==> config.mk <==
export PLATFORM = sky130hd
export DESIGN_NAME = lcabl_queue
export DESIGN_NICKNAME = d
export VERILOG_FILES = /design/src/lcabl_pkg.sv /design/src/lcabl_queue.sv
export SDC_FILE = /design/constraint.sdc
export NUM_CORES = 1
export LEC_CHECK = 0
export BUFFER_PORTS_ARGS = -buffer_cell sky130_fd_sc_hd__clkbuf_2
export CORE_ASPECT_RATIO = 0.8
export CORE_MARGIN = 1
export CORE_UTILIZATION = 39
export CTS_BUF_LIST = sky130_fd_sc_hd__clkbuf_4 sky130_fd_sc_hd__clkbuf_8
export CTS_CLUSTER_SIZE = 8
export DETAILED_ROUTE_END_ITERATION = 12
export PLACE_DENSITY_LB_ADDON = 0.05
export SLEW_MARGIN = 5
export SYNTH_ARGS = -nofsm -noshare
export SYNTH_HDL_FRONTEND = slang
export SYNTH_SLANG_ARGS = --single-unit
==> constraint.sdc <==
create_clock -name i_clk -period 3.5 [get_ports i_clk]
set_clock_uncertainty 0.15 [all_clocks]
set_input_delay 0 -clock i_clk [delete_from_list [all_inputs] [get_ports i_clk]]
set_output_delay 0 -clock i_clk [all_outputs]
set_load 0.02 [all_outputs]
==> src/lcabl_pkg.sv <==
// types, sizes and helper functions of the lca binary lifting block
`timescale 1ns / 1ps
`default_nettype none

package lcabl_pkg;

    localparam int MAX_NODES = 1024;
    localparam int LEVELS    = 10;
    localparam int NODE_FW   = 10;
    localparam int REQ_FW    = 2;
    localparam int NW        = $clog2(MAX_NODES);
    localparam int SLOTS     = 2 * MAX_NODES;
    localparam int EW        = $clog2(SLOTS);
    localparam int SPW       = NW + 1;
    localparam int LW        = $clog2(LEVELS + 1);
    localparam int AW        = (LEVELS > 1) ? $clog2(LEVELS) : 1;
    localparam int KW        = $clog2(NW + 1);
    localparam int QD        = 2;
    localparam int QAW       = $clog2(QD);

    typedef logic [NW-1:0] t_node;
    typedef logic [EW-1:0] t_slot;

    typedef enum logic [REQ_FW-1:0] {
        REQ_ADD   = 2'd0,
        REQ_BUILD = 2'd1,
        REQ_QUERY = 2'd2
    } t_req;

    typedef struct packed {
        t_req  req;
        t_node a;
        t_node b;
    } t_cmd;

    typedef struct packed {
        logic init_done;
        logic busy;
    } t_back_stat;

    typedef struct packed {
        t_node                  depth;
        logic [LEVELS-1:0][NW-1:0] anc;
    } t_row;

    typedef struct packed {
        t_node target;
        t_slot next;
    } t_edge;

    typedef struct packed {
        t_node node;
        t_slot iter;
    } t_stk;

    // floor(log2 v) + 1, zero for zero
    function automatic logic [KW-1:0] prio_enc(input t_node v);
        logic [KW-1:0] n;
        n = '0;
        for (int i = 0; i < NW; i++) begin
            if (v[i]) begin
                n = KW'(i + 1);
            end
        end
        return n;
    endfunction

    // ancestor at a level, zero past the top level
    function automatic t_node anc_sel(input t_row r, input logic [KW-1:0] lv);
        t_node v;
        v = '0;
        if (int'(lv) < LEVELS) begin
            v = r.anc[AW'(lv)];
        end
        return v;
    endfunction

endpackage

`default_nettype wire

==> src/lcabl_queue.sv <==
// short command queue between intake and engine
`timescale 1ns / 1ps
`default_nettype none

module lcabl_queue (
    input  wire logic            i_clk,
    input  wire logic            i_rst_n,
    input  wire logic            i_push,
    input  wire lcabl_pkg::t_cmd i_cmd,
    output logic                 o_full,
    output logic                 o_valid,
    output lcabl_pkg::t_cmd      o_cmd,
    input  wire logic            i_pop
);
    import lcabl_pkg::*;

    t_cmd           r_mem [QD];
    logic [QAW-1:0] r_wp, n_wp;
    logic [QAW-1:0] r_rp, n_rp;
    logic [QAW:0]   r_cnt, n_cnt;

    assign o_full  = (r_cnt == (QAW+1)'(QD));
    assign o_valid = (r_cnt != '0);
    assign o_cmd   = r_mem[r_rp];

    always_comb begin
        n_wp  = r_wp;
        n_rp  = r_rp;
        n_cnt = r_cnt;
        if (i_push) begin
            n_wp = (r_wp == QAW'(QD - 1)) ? '0 : r_wp + 1'b1;
        end
        if (i_pop) begin
            n_rp = (r_rp == QAW'(QD - 1)) ? '0 : r_rp + 1'b1;
        end
        if (i_push && !i_pop) begin
            n_cnt = r_cnt + 1'b1;
        end else if (!i_push && i_pop) begin
            n_cnt = r_cnt - 1'b1;
        end
    end

    always_ff @(posedge i_clk) begin
        if (!i_rst_n) begin
            r_wp  <= '0;
            r_rp  <= '0;
            r_cnt <= '0;
        end else begin
            r_wp  <= n_wp;
            r_rp  <= n_rp;
            r_cnt <= n_cnt;
        end
    end

    always_ff @(posedge i_clk) begin
        if (i_push) begin
            r_mem[r_wp] <= i_cmd;
        end
    end

endmodule

`default_nettype wire

==> flow_summary.html, run 1 <==
<table>
<tr><th>Metric</th><th>Value</th></tr>
<tr><th colspan="2">Run status</th></tr>
<tr><td>Status</td><td>completed</td></tr>
<tr><th colspan="2">Setup path</th></tr>
<tr><td>Register-to-register setup slack</td><td>1800 ps</td></tr>
<tr><td>Worst path depth</td><td>2</td></tr>
<tr><td>Reg-to-reg critical path startpoint</td><td>r_wp</td></tr>
<tr><td>Cell-by-cell listing of the critical path</td><td>mux2_2, clkbuf_2</td></tr>
<tr><td>Buffer and inverter count on the worst path</td><td>1</td></tr>
<tr><td>Category of cells accounting for the largest share of critical-path delay</td><td>flip-flops</td></tr>
<tr><td>Critical path's largest stage delay</td><td>980 ps</td></tr>
<tr><td>Arrival time of the worst setup path</td><td>1850 ps</td></tr>
<tr><td>Critical path data required time</td><td>3350 ps</td></tr>
<tr><td>Critical path endpoint</td><td>o_cmd[4]</td></tr>
<tr><td>Slowest-stage cell, CP</td><td>sky130_fd_sc_hd__dfxtp_1</td></tr>
<tr><td>Critical R2R Capture</td><td>r_mem[1][1]</td></tr>
<tr><td>Maximum fanout encountered on the critical timing path</td><td>22</td></tr>
<tr><td>Worst-case reg-to-reg path depth</td><td>1</td></tr>
<tr><td>Worst setup EP type</td><td>output pin</td></tr>
<tr><td>Nature of the critical path startpoint</td><td>flip-flop</td></tr>
<tr><td>Type of the setup path with the least slack</td><td>flip-flop to output pin</td></tr>
<tr><th colspan="2">Power</th></tr>
<tr><td>Total leakage power</td><td>0.956 nW</td></tr>
<tr><td>Share of total power in sequential cells</td><td>59.4%</td></tr>
<tr><td>Gate power share</td><td>14.9%</td></tr>
<tr><td>Max rail drop VDD</td><td>274 µV</td></tr>
<tr><td>Share of total power in the clock network</td><td>25.7%</td></tr>
<tr><td>Power density normalized to cell area</td><td>476 nW/µm²</td></tr>
<tr><td>Power dissipated by switching net loads</td><td>0.270 mW</td></tr>
<tr><td>Sw Share</td><td>23.2%</td></tr>
<tr><td>Internal power</td><td>0.895 mW</td></tr>
<tr><th colspan="2">Finish</th></tr>
<tr><td>Top library cells by usage in the layout, fill and taps aside</td><td>49 x sky130_fd_sc_hd__clkbuf_2, 44 x sky130_fd_sc_hd__edfxtp_1, 25 x sky130_fd_sc_hd__dlygate4sd3_1</td></tr>
<tr><td>Layout cells sized above 1</td><td>47.4%</td></tr>
<tr><td>Most common library cell in the layout ignoring fill and taps</td><td>sky130_fd_sc_hd__clkbuf_2</td></tr>
<tr><td>Number of nets at the end of the flow</td><td>197</td></tr>
<tr><td>Area grow syn2layout</td><td>36.0%</td></tr>
<tr><td>Antenna cells</td><td>0</td></tr>
<tr><td>Final Non-Filler Cells</td><td>228</td></tr>
<tr><th colspan="2">Clock network</th></tr>
<tr><td>CTS Buf Count</td><td>5</td></tr>
<tr><td>Clock latency on the worst-skew pair</td><td>280 ps</td></tr>
<tr><td>Clock Path Buffers</td><td>2</td></tr>
<tr><td>Clock transition at the register clock pins on the worst setup and hold paths after CTS</td><td>80 ps</td></tr>
<tr><td># H-tree levels</td><td>2</td></tr>
<tr><td>Buffer type at the clock tree root</td><td>sky130_fd_sc_hd__clkbuf_8</td></tr>
<tr><td>CTS tree</td><td>done</td></tr>
<tr><td>Resize count post-CTS</td><td>0</td></tr>
<tr><td>Clock tree sinks</td><td>49</td></tr>
<tr><th colspan="2">STA</th></tr>
<tr><td>Normalized max-slew margin</td><td>32.5%</td></tr>
<tr><td>Slew at the pin closest to its max-slew limit</td><td>1010 ps</td></tr>
<tr><td>Clock period minus final worst setup slack</td><td>2000 ps</td></tr>
<tr><td>Share of the cycle needed by the critical path after routing</td><td>57.2%</td></tr>
<tr><td>Final count of hold timing violations</td><td>0</td></tr>
<tr><td>Total setup violations reported at the end of the flow</td><td>0</td></tr>
<tr><td>Fmax achieved</td><td>499 MHz</td></tr>
<tr><td>Final Max Tran Viols</td><td>0</td></tr>
<tr><td>Unrepaired setup endpoints after global routing</td><td>false</td></tr>
<tr><td>Final total negative setup slack</td><td>0 ps</td></tr>
<tr><th colspan="2">Drt</th></tr>
<tr><td>Vias</td><td>1006</td></tr>
<tr><td>Remaining number of nets flagged by the antenna check after routing</td><td>0</td></tr>
<tr><td>Aggregate routed wire length</td><td>2780 µm</td></tr>
<tr><td>Post-DR vias/cell</td><td>4.41</td></tr>
<tr><td>Length of the first detailed-routing pass in iterations</td><td>6</td></tr>
<tr><td>Number of violations reported at the end of detailed-routing iteration 0</td><td>37</td></tr>
<tr><td>DRC violations left</td><td>0</td></tr>
<tr><td>Drt wl/cell</td><td>12.2 µm</td></tr>
<tr><th colspan="2">Global route</th></tr>
<tr><td>Met1 layer usage reported by global route</td><td>13.2%</td></tr>
<tr><td>Most crowded layer after global routing</td><td>met2</td></tr>
<tr><td>Total gr overflow</td><td>0</td></tr>
<tr><td>Total routing resource utilization after global routing</td><td>12.8%</td></tr>
<tr><td>Met3 usage</td><td>4.53%</td></tr>
<tr><td>Number of global-route vias before repair</td><td>1100</td></tr>
<tr><td>Antenna violations before repair</td><td>0</td></tr>
<tr><td>Pin count of the biggest net entering global routing</td><td>23</td></tr>
<tr><td>GRT met2 Usage</td><td>23.3%</td></tr>
<tr><td>Global-route wire length before repair</td><td>4600 µm</td></tr>
<tr><th colspan="2">Synth</th></tr>
<tr><td>Post-synthesis simple-gate area fraction</td><td>3.27%</td></tr>
<tr><td>Post-synthesis register bit count</td><td>49</td></tr>
<tr><td>Post-Syn Instances</td><td>90</td></tr>
<tr><td>Fraction of the mapped netlist area in adder cells</td><td>0.695%</td></tr>
<tr><td>Yosys warnings</td><td>0</td></tr>
<tr><td>Share of the synthesized area in compound gates (AO/OA/AOI/OAI)</td><td>1.11%</td></tr>
<tr><td>Post-synthesis sequential area ratio</td><td>78.9%</td></tr>
<tr><td>Netlist Area Pre-Place</td><td>1800 µm²</td></tr>
<tr><td>Dominant combinational cell family by area after synthesis</td><td>multiplexers</td></tr>
<tr><td>Share of cell area taken by muxes after synthesis</td><td>13.8%</td></tr>
<tr><td>Yosys cell types</td><td>16</td></tr>
<tr><td>Post-synthesis xor/xnor area fraction</td><td>1.46%</td></tr>
<tr><td>Mean Syn Cell Area</td><td>20.0 µm²</td></tr>
<tr><td>Syn nets</td><td>117</td></tr>
<tr><th colspan="2">Die</th></tr>
<tr><td>Number of top-level pins</td><td>50</td></tr>
<tr><td>Die Outline Area</td><td>4890 µm²</td></tr>
<tr><td>X dimension of the die</td><td>78.0 µm</td></tr>
<tr><td>Core box area</td><td>4310 µm²</td></tr>
<tr><td>Effective utilization at floorplan</td><td>41.8%</td></tr>
<tr><td>Std cell rows</td><td>21</td></tr>
<tr><td>Vert. Die Dim</td><td>62.8 µm</td></tr>
<tr><th colspan="2">Placed design</th></tr>
<tr><td>Instance count after placement with tap cells included</td><td>195</td></tr>
<tr><td>Estimated wirelength of the detail-placed design</td><td>1820 µm</td></tr>
<tr><td>Last weighted congestion value of the routability-driven placer</td><td>0.635</td></tr>
<tr><td>IO Port Bufs</td><td>49</td></tr>
<tr><th colspan="2">Run</th></tr>
<tr><td>Max-cap violation count</td><td>0</td></tr>
<tr><th colspan="2">Hold path</th></tr>
<tr><td>Kind of path behind the tightest hold check</td><td>primary input to flip-flop</td></tr>
</table>
[tightest hold or removal path, cell delays in order]
cell and delay (ps):
sky130_fd_sc_hd__clkbuf_2 120, sky130_fd_sc_hd__ha_1 190, sky130_fd_sc_hd__or3_1 110, sky130_fd_sc_hd__a21boi_1 50
[metal layers]
metal  vias up  share of wire (%)
met3         2                4.0
met4         0               0.61
li1        500                  -
met2        28                 52
met5         -                  0
met1       476                 43
[worst min path at each step]
stage	to	depth (start not counted)	slack [ps]	startpoint
final	r_cnt[1]	4	80	i_push
after global routing	r_mem[0][4]	2	80	i_push
after CTS	r_cnt[1]	4	70	i_push
after detailed placement	r_mem[1][1]	1	40	i_cmd[1]
after global placement	r_mem[1][12]	1	40	i_cmd[12]
after floorplan	r_mem[0][0]	0	-50	i_cmd[0]
[registers in the layout, summed over array words and instances, names as in the netlist, named ones only]
name / flops
r_mem: 44
r_cnt: 2
r_rp: 1
r_wp: 1
[stage by stage]
stage	hold WS [ps]	utilization, %	worst slack [ps]	cell area, µm²	total power, mW
finish	77.2	56.8	1500	2450	1.16
global route	80.3	56.8	1310	2450	1.21
CTS	65.5	56.8	1410	2450	1.18
detailed placement	43.1	49.1	1750	2120	0.860
global placement	38.8	49.1	1760	2120	0.857
floorplan	-51.1	-	1610	1800	0.801
[power groups by stage]
| stage | clock (mW) | sequential, mW | combinational (mW) |
|---|---|---|---|
| global placement | 0 | 0.705 | 0.152 |
| finish | 0.300 | 0.692 | 0.173 |
| CTS | 0.308 | 0.693 | 0.176 |
| floorplan | 0 | 0.694 | 0.107 |
| global route | 0.329 | 0.698 | 0.187 |
| detailed placement | 0 | 0.706 | 0.154 |
[cells by family after synthesis]
group,count (synthesis)
AO/OA/AOI/OAI,3
buffers and inverters,3
AND/OR/NAND/NOR,9
adder cells (fa/ha/maj),1
multiplexers,22
flip-flops,49
XOR/XNOR,3
[Yosys cell counts]
cell type                  instances  share of area, %
sky130_fd_sc_hd__xor2_1            2              0.97
sky130_fd_sc_hd__o21a_1            1              0.42
sky130_fd_sc_hd__inv_1             1              0.21
sky130_fd_sc_hd__or2_2             1              0.35
sky130_fd_sc_hd__ha_1              1              0.69
sky130_fd_sc_hd__xnor2_1           1              0.49
sky130_fd_sc_hd__mux2_2           22                14
sky130_fd_sc_hd__a21boi_1          1              0.42
sky130_fd_sc_hd__o21ai_0           1              0.28
sky130_fd_sc_hd__and2_1            4               1.4
sky130_fd_sc_hd__or3_1             1              0.35
sky130_fd_sc_hd__buf_2             2              0.56
sky130_fd_sc_hd__edfxtp_1         44                73
sky130_fd_sc_hd__dfxtp_1           5               5.6
sky130_fd_sc_hd__nor2b_1           2              0.69
sky130_fd_sc_hd__and2b_2           1              0.49
[repair_timing]
action | in CTS | in global routing
endpoints found under the hold margin | 49 | 0
hold buffers | 25 | 0
buffers inserted | 0 | 0
[area by class of cell]
| cell class | count | area (µm²) |
|---|---|---|
| Timing Repair Buffer | 75 | 503 |
| Tap cell | 57 | 71.3 |
| Clock inverter | 3 | 12.5 |
| Clock buffer | 5 | 68.8 |
| Sequential cell | 49 | 1420 |
| Multi-Input combinational cell | 38 | 368 |
| Fill cell | 343 | 1860 |
| Inverter | 1 | 3.75 |
No activity file was read; power rests on OpenSTA's default activity.
==> inputs of run 2 (changes only) <==
- ABC_AREA: default -> 1
- clock period: 3.5 -> 2.01 ns (I/O delays scaled with it)
==> flow_summary.html, run 2 <==
<table>
<tr><th>Metric</th><th>Value</th></tr>
<tr><th colspan="2">STA</th></tr>
<tr><td>Fmax achieved</td><td>529 MHz</td></tr>
<tr><td>Total setup violations reported at the end of the flow</td><td>0</td></tr>
<tr><td>Slew at the pin closest to its max-slew limit</td><td>180 ps</td></tr>
<tr><td>Clock period minus final worst setup slack</td><td>1890 ps</td></tr>
<tr><td>Final total negative setup slack</td><td>0 ps</td></tr>
<tr><td>Unrepaired setup endpoints after global routing</td><td>false</td></tr>
<tr><td>Share of the cycle needed by the critical path after routing</td><td>94.1%</td></tr>
<tr><td>Normalized max-slew margin</td><td>88.0%</td></tr>
<tr><td>Final count of hold timing violations</td><td>0</td></tr>
<tr><td>Final Max Tran Viols</td><td>0</td></tr>
<tr><th colspan="2">Synth</th></tr>
<tr><td>Fraction of post-synthesis cell area in the top cell type by area</td><td>72.6%</td></tr>
<tr><td>Prevailing post-synth register cell</td><td>sky130_fd_sc_hd__edfxtp_1</td></tr>
<tr><td>Netlist Area Pre-Place</td><td>1820 µm²</td></tr>
<tr><td>Post-Syn Instances</td><td>103</td></tr>
<tr><td>Top cells by instance count after synthesis</td><td>44 x sky130_fd_sc_hd__edfxtp_1, 22 x sky130_fd_sc_hd__mux2_2, 9 x sky130_fd_sc_hd__nand2_1</td></tr>
<tr><td>Proportion of register bits with asynchronous set or reset after synthesis</td><td>0%</td></tr>
<tr><td>Yosys cell types</td><td>12</td></tr>
<tr><td>Number of enable-type register cells in the synthesized netlist</td><td>44</td></tr>
<tr><td>Yosys warnings</td><td>0</td></tr>
<tr><td>Post-synthesis register bit count</td><td>49</td></tr>
<tr><td>Mean Syn Cell Area</td><td>17.7 µm²</td></tr>
<tr><td>Cell with the most instances after synthesis</td><td>sky130_fd_sc_hd__edfxtp_1</td></tr>
<tr><td>Post-synthesis sequential area ratio</td><td>78.1%</td></tr>
<tr><td>Largest cells by area after synthesis</td><td>sky130_fd_sc_hd__edfxtp_1 73%, sky130_fd_sc_hd__mux2_2 14%, sky130_fd_sc_hd__dfxtp_1 5.5%, sky130_fd_sc_hd__nand2_1 1.9%, sky130_fd_sc_hd__inv_1 1.7%</td></tr>
<tr><td>Post-synthesis cell type with the largest combined area</td><td>sky130_fd_sc_hd__edfxtp_1</td></tr>
<tr><td>Syn nets</td><td>130</td></tr>
<tr><th colspan="2">Power</th></tr>
<tr><td>Power density normalized to cell area</td><td>802 nW/µm²</td></tr>
<tr><td>Total leakage power</td><td>1.02 nW</td></tr>
<tr><td>Max rail drop VDD</td><td>520 µV</td></tr>
<tr><th colspan="2">Finish</th></tr>
<tr><td>Most common library cell in the layout ignoring fill and taps</td><td>sky130_fd_sc_hd__clkbuf_2</td></tr>
<tr><td>Number of nets at the end of the flow</td><td>217</td></tr>
<tr><td>Top library cells by usage in the layout, fill and taps aside</td><td>49 x sky130_fd_sc_hd__clkbuf_2, 44 x sky130_fd_sc_hd__edfxtp_1, 27 x sky130_fd_sc_hd__dlygate4sd3_1</td></tr>
<tr><td>Util after Layout</td><td>58.0%</td></tr>
<tr><td>Layout cells sized above 1</td><td>44.0%</td></tr>
<tr><td>Area grow syn2layout</td><td>38.1%</td></tr>
<tr><td>Regs by FF count</td><td>r_mem x44, r_cnt x2</td></tr>
<tr><td>Number of flip-flops under the largest register name</td><td>44</td></tr>
<tr><td>Antenna cells</td><td>0</td></tr>
<tr><td>Number of fill cells in the layout</td><td>362</td></tr>
<tr><td>Reg with most FFs</td><td>r_mem</td></tr>
<tr><th colspan="2">Die</th></tr>
<tr><td>Std cell rows</td><td>21</td></tr>
<tr><td>Effective utilization at floorplan</td><td>42.0%</td></tr>
<tr><td>Number of top-level pins</td><td>50</td></tr>
<tr><td>Die Outline Area</td><td>4940 µm²</td></tr>
<tr><td>Vert. Die Dim</td><td>63.1 µm</td></tr>
<tr><td>Core box area</td><td>4340 µm²</td></tr>
<tr><td>X dimension of the die</td><td>78.4 µm</td></tr>
<tr><th colspan="2">Setup path</th></tr>
<tr><td>Worst-case reg-to-reg path depth</td><td>5</td></tr>
<tr><td>Type of the setup path with the least slack</td><td>flip-flop to flip-flop</td></tr>
<tr><td>Worst setup EP type</td><td>flip-flop</td></tr>
<tr><td>Maximum fanout encountered on the critical timing path</td><td>3</td></tr>
<tr><td>Arrival time of the worst setup path</td><td>1920 ps</td></tr>
<tr><td>Critical R2R Capture</td><td>r_wp</td></tr>
<tr><td>Register-to-register setup slack</td><td>120 ps</td></tr>
<tr><td>Critical path data required time</td><td>2040 ps</td></tr>
<tr><td>Nature of the critical path startpoint</td><td>flip-flop</td></tr>
<tr><td>Reg-to-reg critical path startpoint</td><td>r_wp</td></tr>
<tr><th colspan="2">Global route</th></tr>
<tr><td>Most crowded layer after global routing</td><td>met2</td></tr>
<tr><td>Total routing resource utilization after global routing</td><td>14.0%</td></tr>
<tr><td>Met1 layer usage reported by global route</td><td>15.6%</td></tr>
<tr><td>Total gr overflow</td><td>0</td></tr>
<tr><td>Antenna violations before repair</td><td>0</td></tr>
<tr><td>Number of global-route vias before repair</td><td>1170</td></tr>
<tr><td>Pin count of the biggest net entering global routing</td><td>15</td></tr>
<tr><td>Met3 usage</td><td>4.20%</td></tr>
<tr><td>GRT met2 Usage</td><td>24.7%</td></tr>
<tr><td>Global-route wire length before repair</td><td>5070 µm</td></tr>
<tr><th colspan="2">Placed design</th></tr>
<tr><td>Estimated wirelength of the detail-placed design</td><td>2020 µm</td></tr>
<tr><td>Last weighted congestion value of the routability-driven placer</td><td>0.618</td></tr>
<tr><td>IO Port Bufs</td><td>49</td></tr>
<tr><th colspan="2">Drt</th></tr>
<tr><td>Remaining number of nets flagged by the antenna check after routing</td><td>0</td></tr>
<tr><td>Drt wl/cell</td><td>12.6 µm</td></tr>
<tr><td>Post-DR vias/cell</td><td>4.43</td></tr>
<tr><td>DRC violations left</td><td>0</td></tr>
<tr><td>Vias</td><td>1098</td></tr>
<tr><td>Number of violations reported at the end of detailed-routing iteration 0</td><td>21</td></tr>
<tr><td>Aggregate routed wire length</td><td>3130 µm</td></tr>
<tr><td>Length of the first detailed-routing pass in iterations</td><td>4</td></tr>
<tr><th colspan="2">Hold path</th></tr>
<tr><td>Worst hold path depth</td><td>4</td></tr>
<tr><td>Worst hold endpoint</td><td>r_cnt[0]</td></tr>
<tr><td>Kind of path behind the tightest hold check</td><td>primary input to flip-flop</td></tr>
<tr><td>Beginning of the worst hold path</td><td>i_push</td></tr>
<tr><th colspan="2">Clock network</th></tr>
<tr><td>Clock latency on the worst-skew pair</td><td>290 ps</td></tr>
<tr><td>CTS Buf Count</td><td>5</td></tr>
<tr><td>Clock transition at the register clock pins on the worst setup and hold paths after CTS</td><td>80 ps</td></tr>
<tr><td># H-tree levels</td><td>2</td></tr>
<tr><td>Post-CTS Hold Fix Bufs</td><td>27</td></tr>
<tr><td>CTS tree</td><td>done</td></tr>
<tr><td>Resize count post-CTS</td><td>0</td></tr>
<tr><td>Number of buffers inserted to repair setup after CTS</td><td>0</td></tr>
<tr><td>Clock tree sinks</td><td>49</td></tr>
<tr><td>Clock Path Buffers</td><td>2</td></tr>
<tr><td>Buffer type at the clock tree root</td><td>sky130_fd_sc_hd__clkbuf_8</td></tr>
<tr><th colspan="2">Run status</th></tr>
<tr><td>Status</td><td>completed</td></tr>
<tr><th colspan="2">Run</th></tr>
<tr><td>Max-cap violation count</td><td>0</td></tr>
</table>
run 2: cell types whose count changed in the layout (fill, tap and decap cells not counted), moves of 2 or more:
cell,previous run,this run
sky130_fd_sc_hd__nand2_1,0,9
sky130_fd_sc_hd__inv_1,1,8
sky130_fd_sc_hd__nor2_1,0,7
sky130_fd_sc_hd__buf_4,1,6
sky130_fd_sc_hd__and2_1,4,0
sky130_fd_sc_hd__dlygate4sd3_1,25,27
sky130_fd_sc_hd__xor2_1,2,0
run 2: logic make-up after synthesis:
kind of cell    Yosys count  share of synthesized area (%)
compound gates            2                          0.550
fa+ha+maj                 1                          0.688
buf+inv                  10                           2.89
flops                    49                           78.1
mux                      22                           13.6
simple gates             19                           4.13
run 2: through the flow:
stage               power, mW  cell area (µm²)  worst slack [ps]  hold WS, ps  std cells
floorplan                1.37             1820               194        -51.1        103
global placement         1.46             2160               813         37.9        213
detailed placement       1.47             2160               795         45.2        213
CTS                      2.04             2510               106         72.0        248
global route             2.11             2510              58.0          131        248
finish                   2.02             2510               120         98.8        248
run 2: metal layers:
| layer | wire length, µm | up-vias |
|---|---|---|
| met5 | 0 | - |
| met4 | 42 | 0 |
| met3 | 152 | 5 |
| met2 | 1620 | 28 |
| met1 | 1320 | 517 |
| li1 | - | 548 |
run 2: final cells by class:
type | count | area [µm²] | share of cell area (%)
flip-flops and latches | 49 | 1420 | 56.6
inverters | 8 | 30.0 | 1.20
repair buffers | 82 | 561 | 22.3
clock inverters | 3 | 12.5 | 0.498
clock buffers | 5 | 68.8 | 2.74
well taps | 57 | 71.3 | 2.84
multi-input cells | 44 | 348 | 13.8
run 2: worst max path at each step:
stage	to	start	cells past startpoint	slack [ps]
final	r_wp	r_wp	5	120
after global routing	r_wp	r_wp	5	60
after CTS	r_wp	r_wp	5	110
after detailed placement	o_cmd[5]	flip-flop	3	800
after global placement	o_cmd[5]	flip-flop	3	810
after floorplan	r_mem[0][0]	r_wp	1	190
run 2: where the power goes:
part / switching (mW) / internal, mW
registers: 0.0149 / 1.17
logic: 0.163 / 0.143
clock network: 0.289 / 0.234
run 2: worst max-delay path: stages (launching register included):
cell	delay (ps)
sky130_fd_sc_hd__dfxtp_1	380
sky130_fd_sc_hd__nand2_1	80
sky130_fd_sc_hd__nand2_1	50
sky130_fd_sc_hd__dlygate4sd3_1	540
sky130_fd_sc_hd__nor2_1	40
sky130_fd_sc_hd__dlygate4sd3_1	540
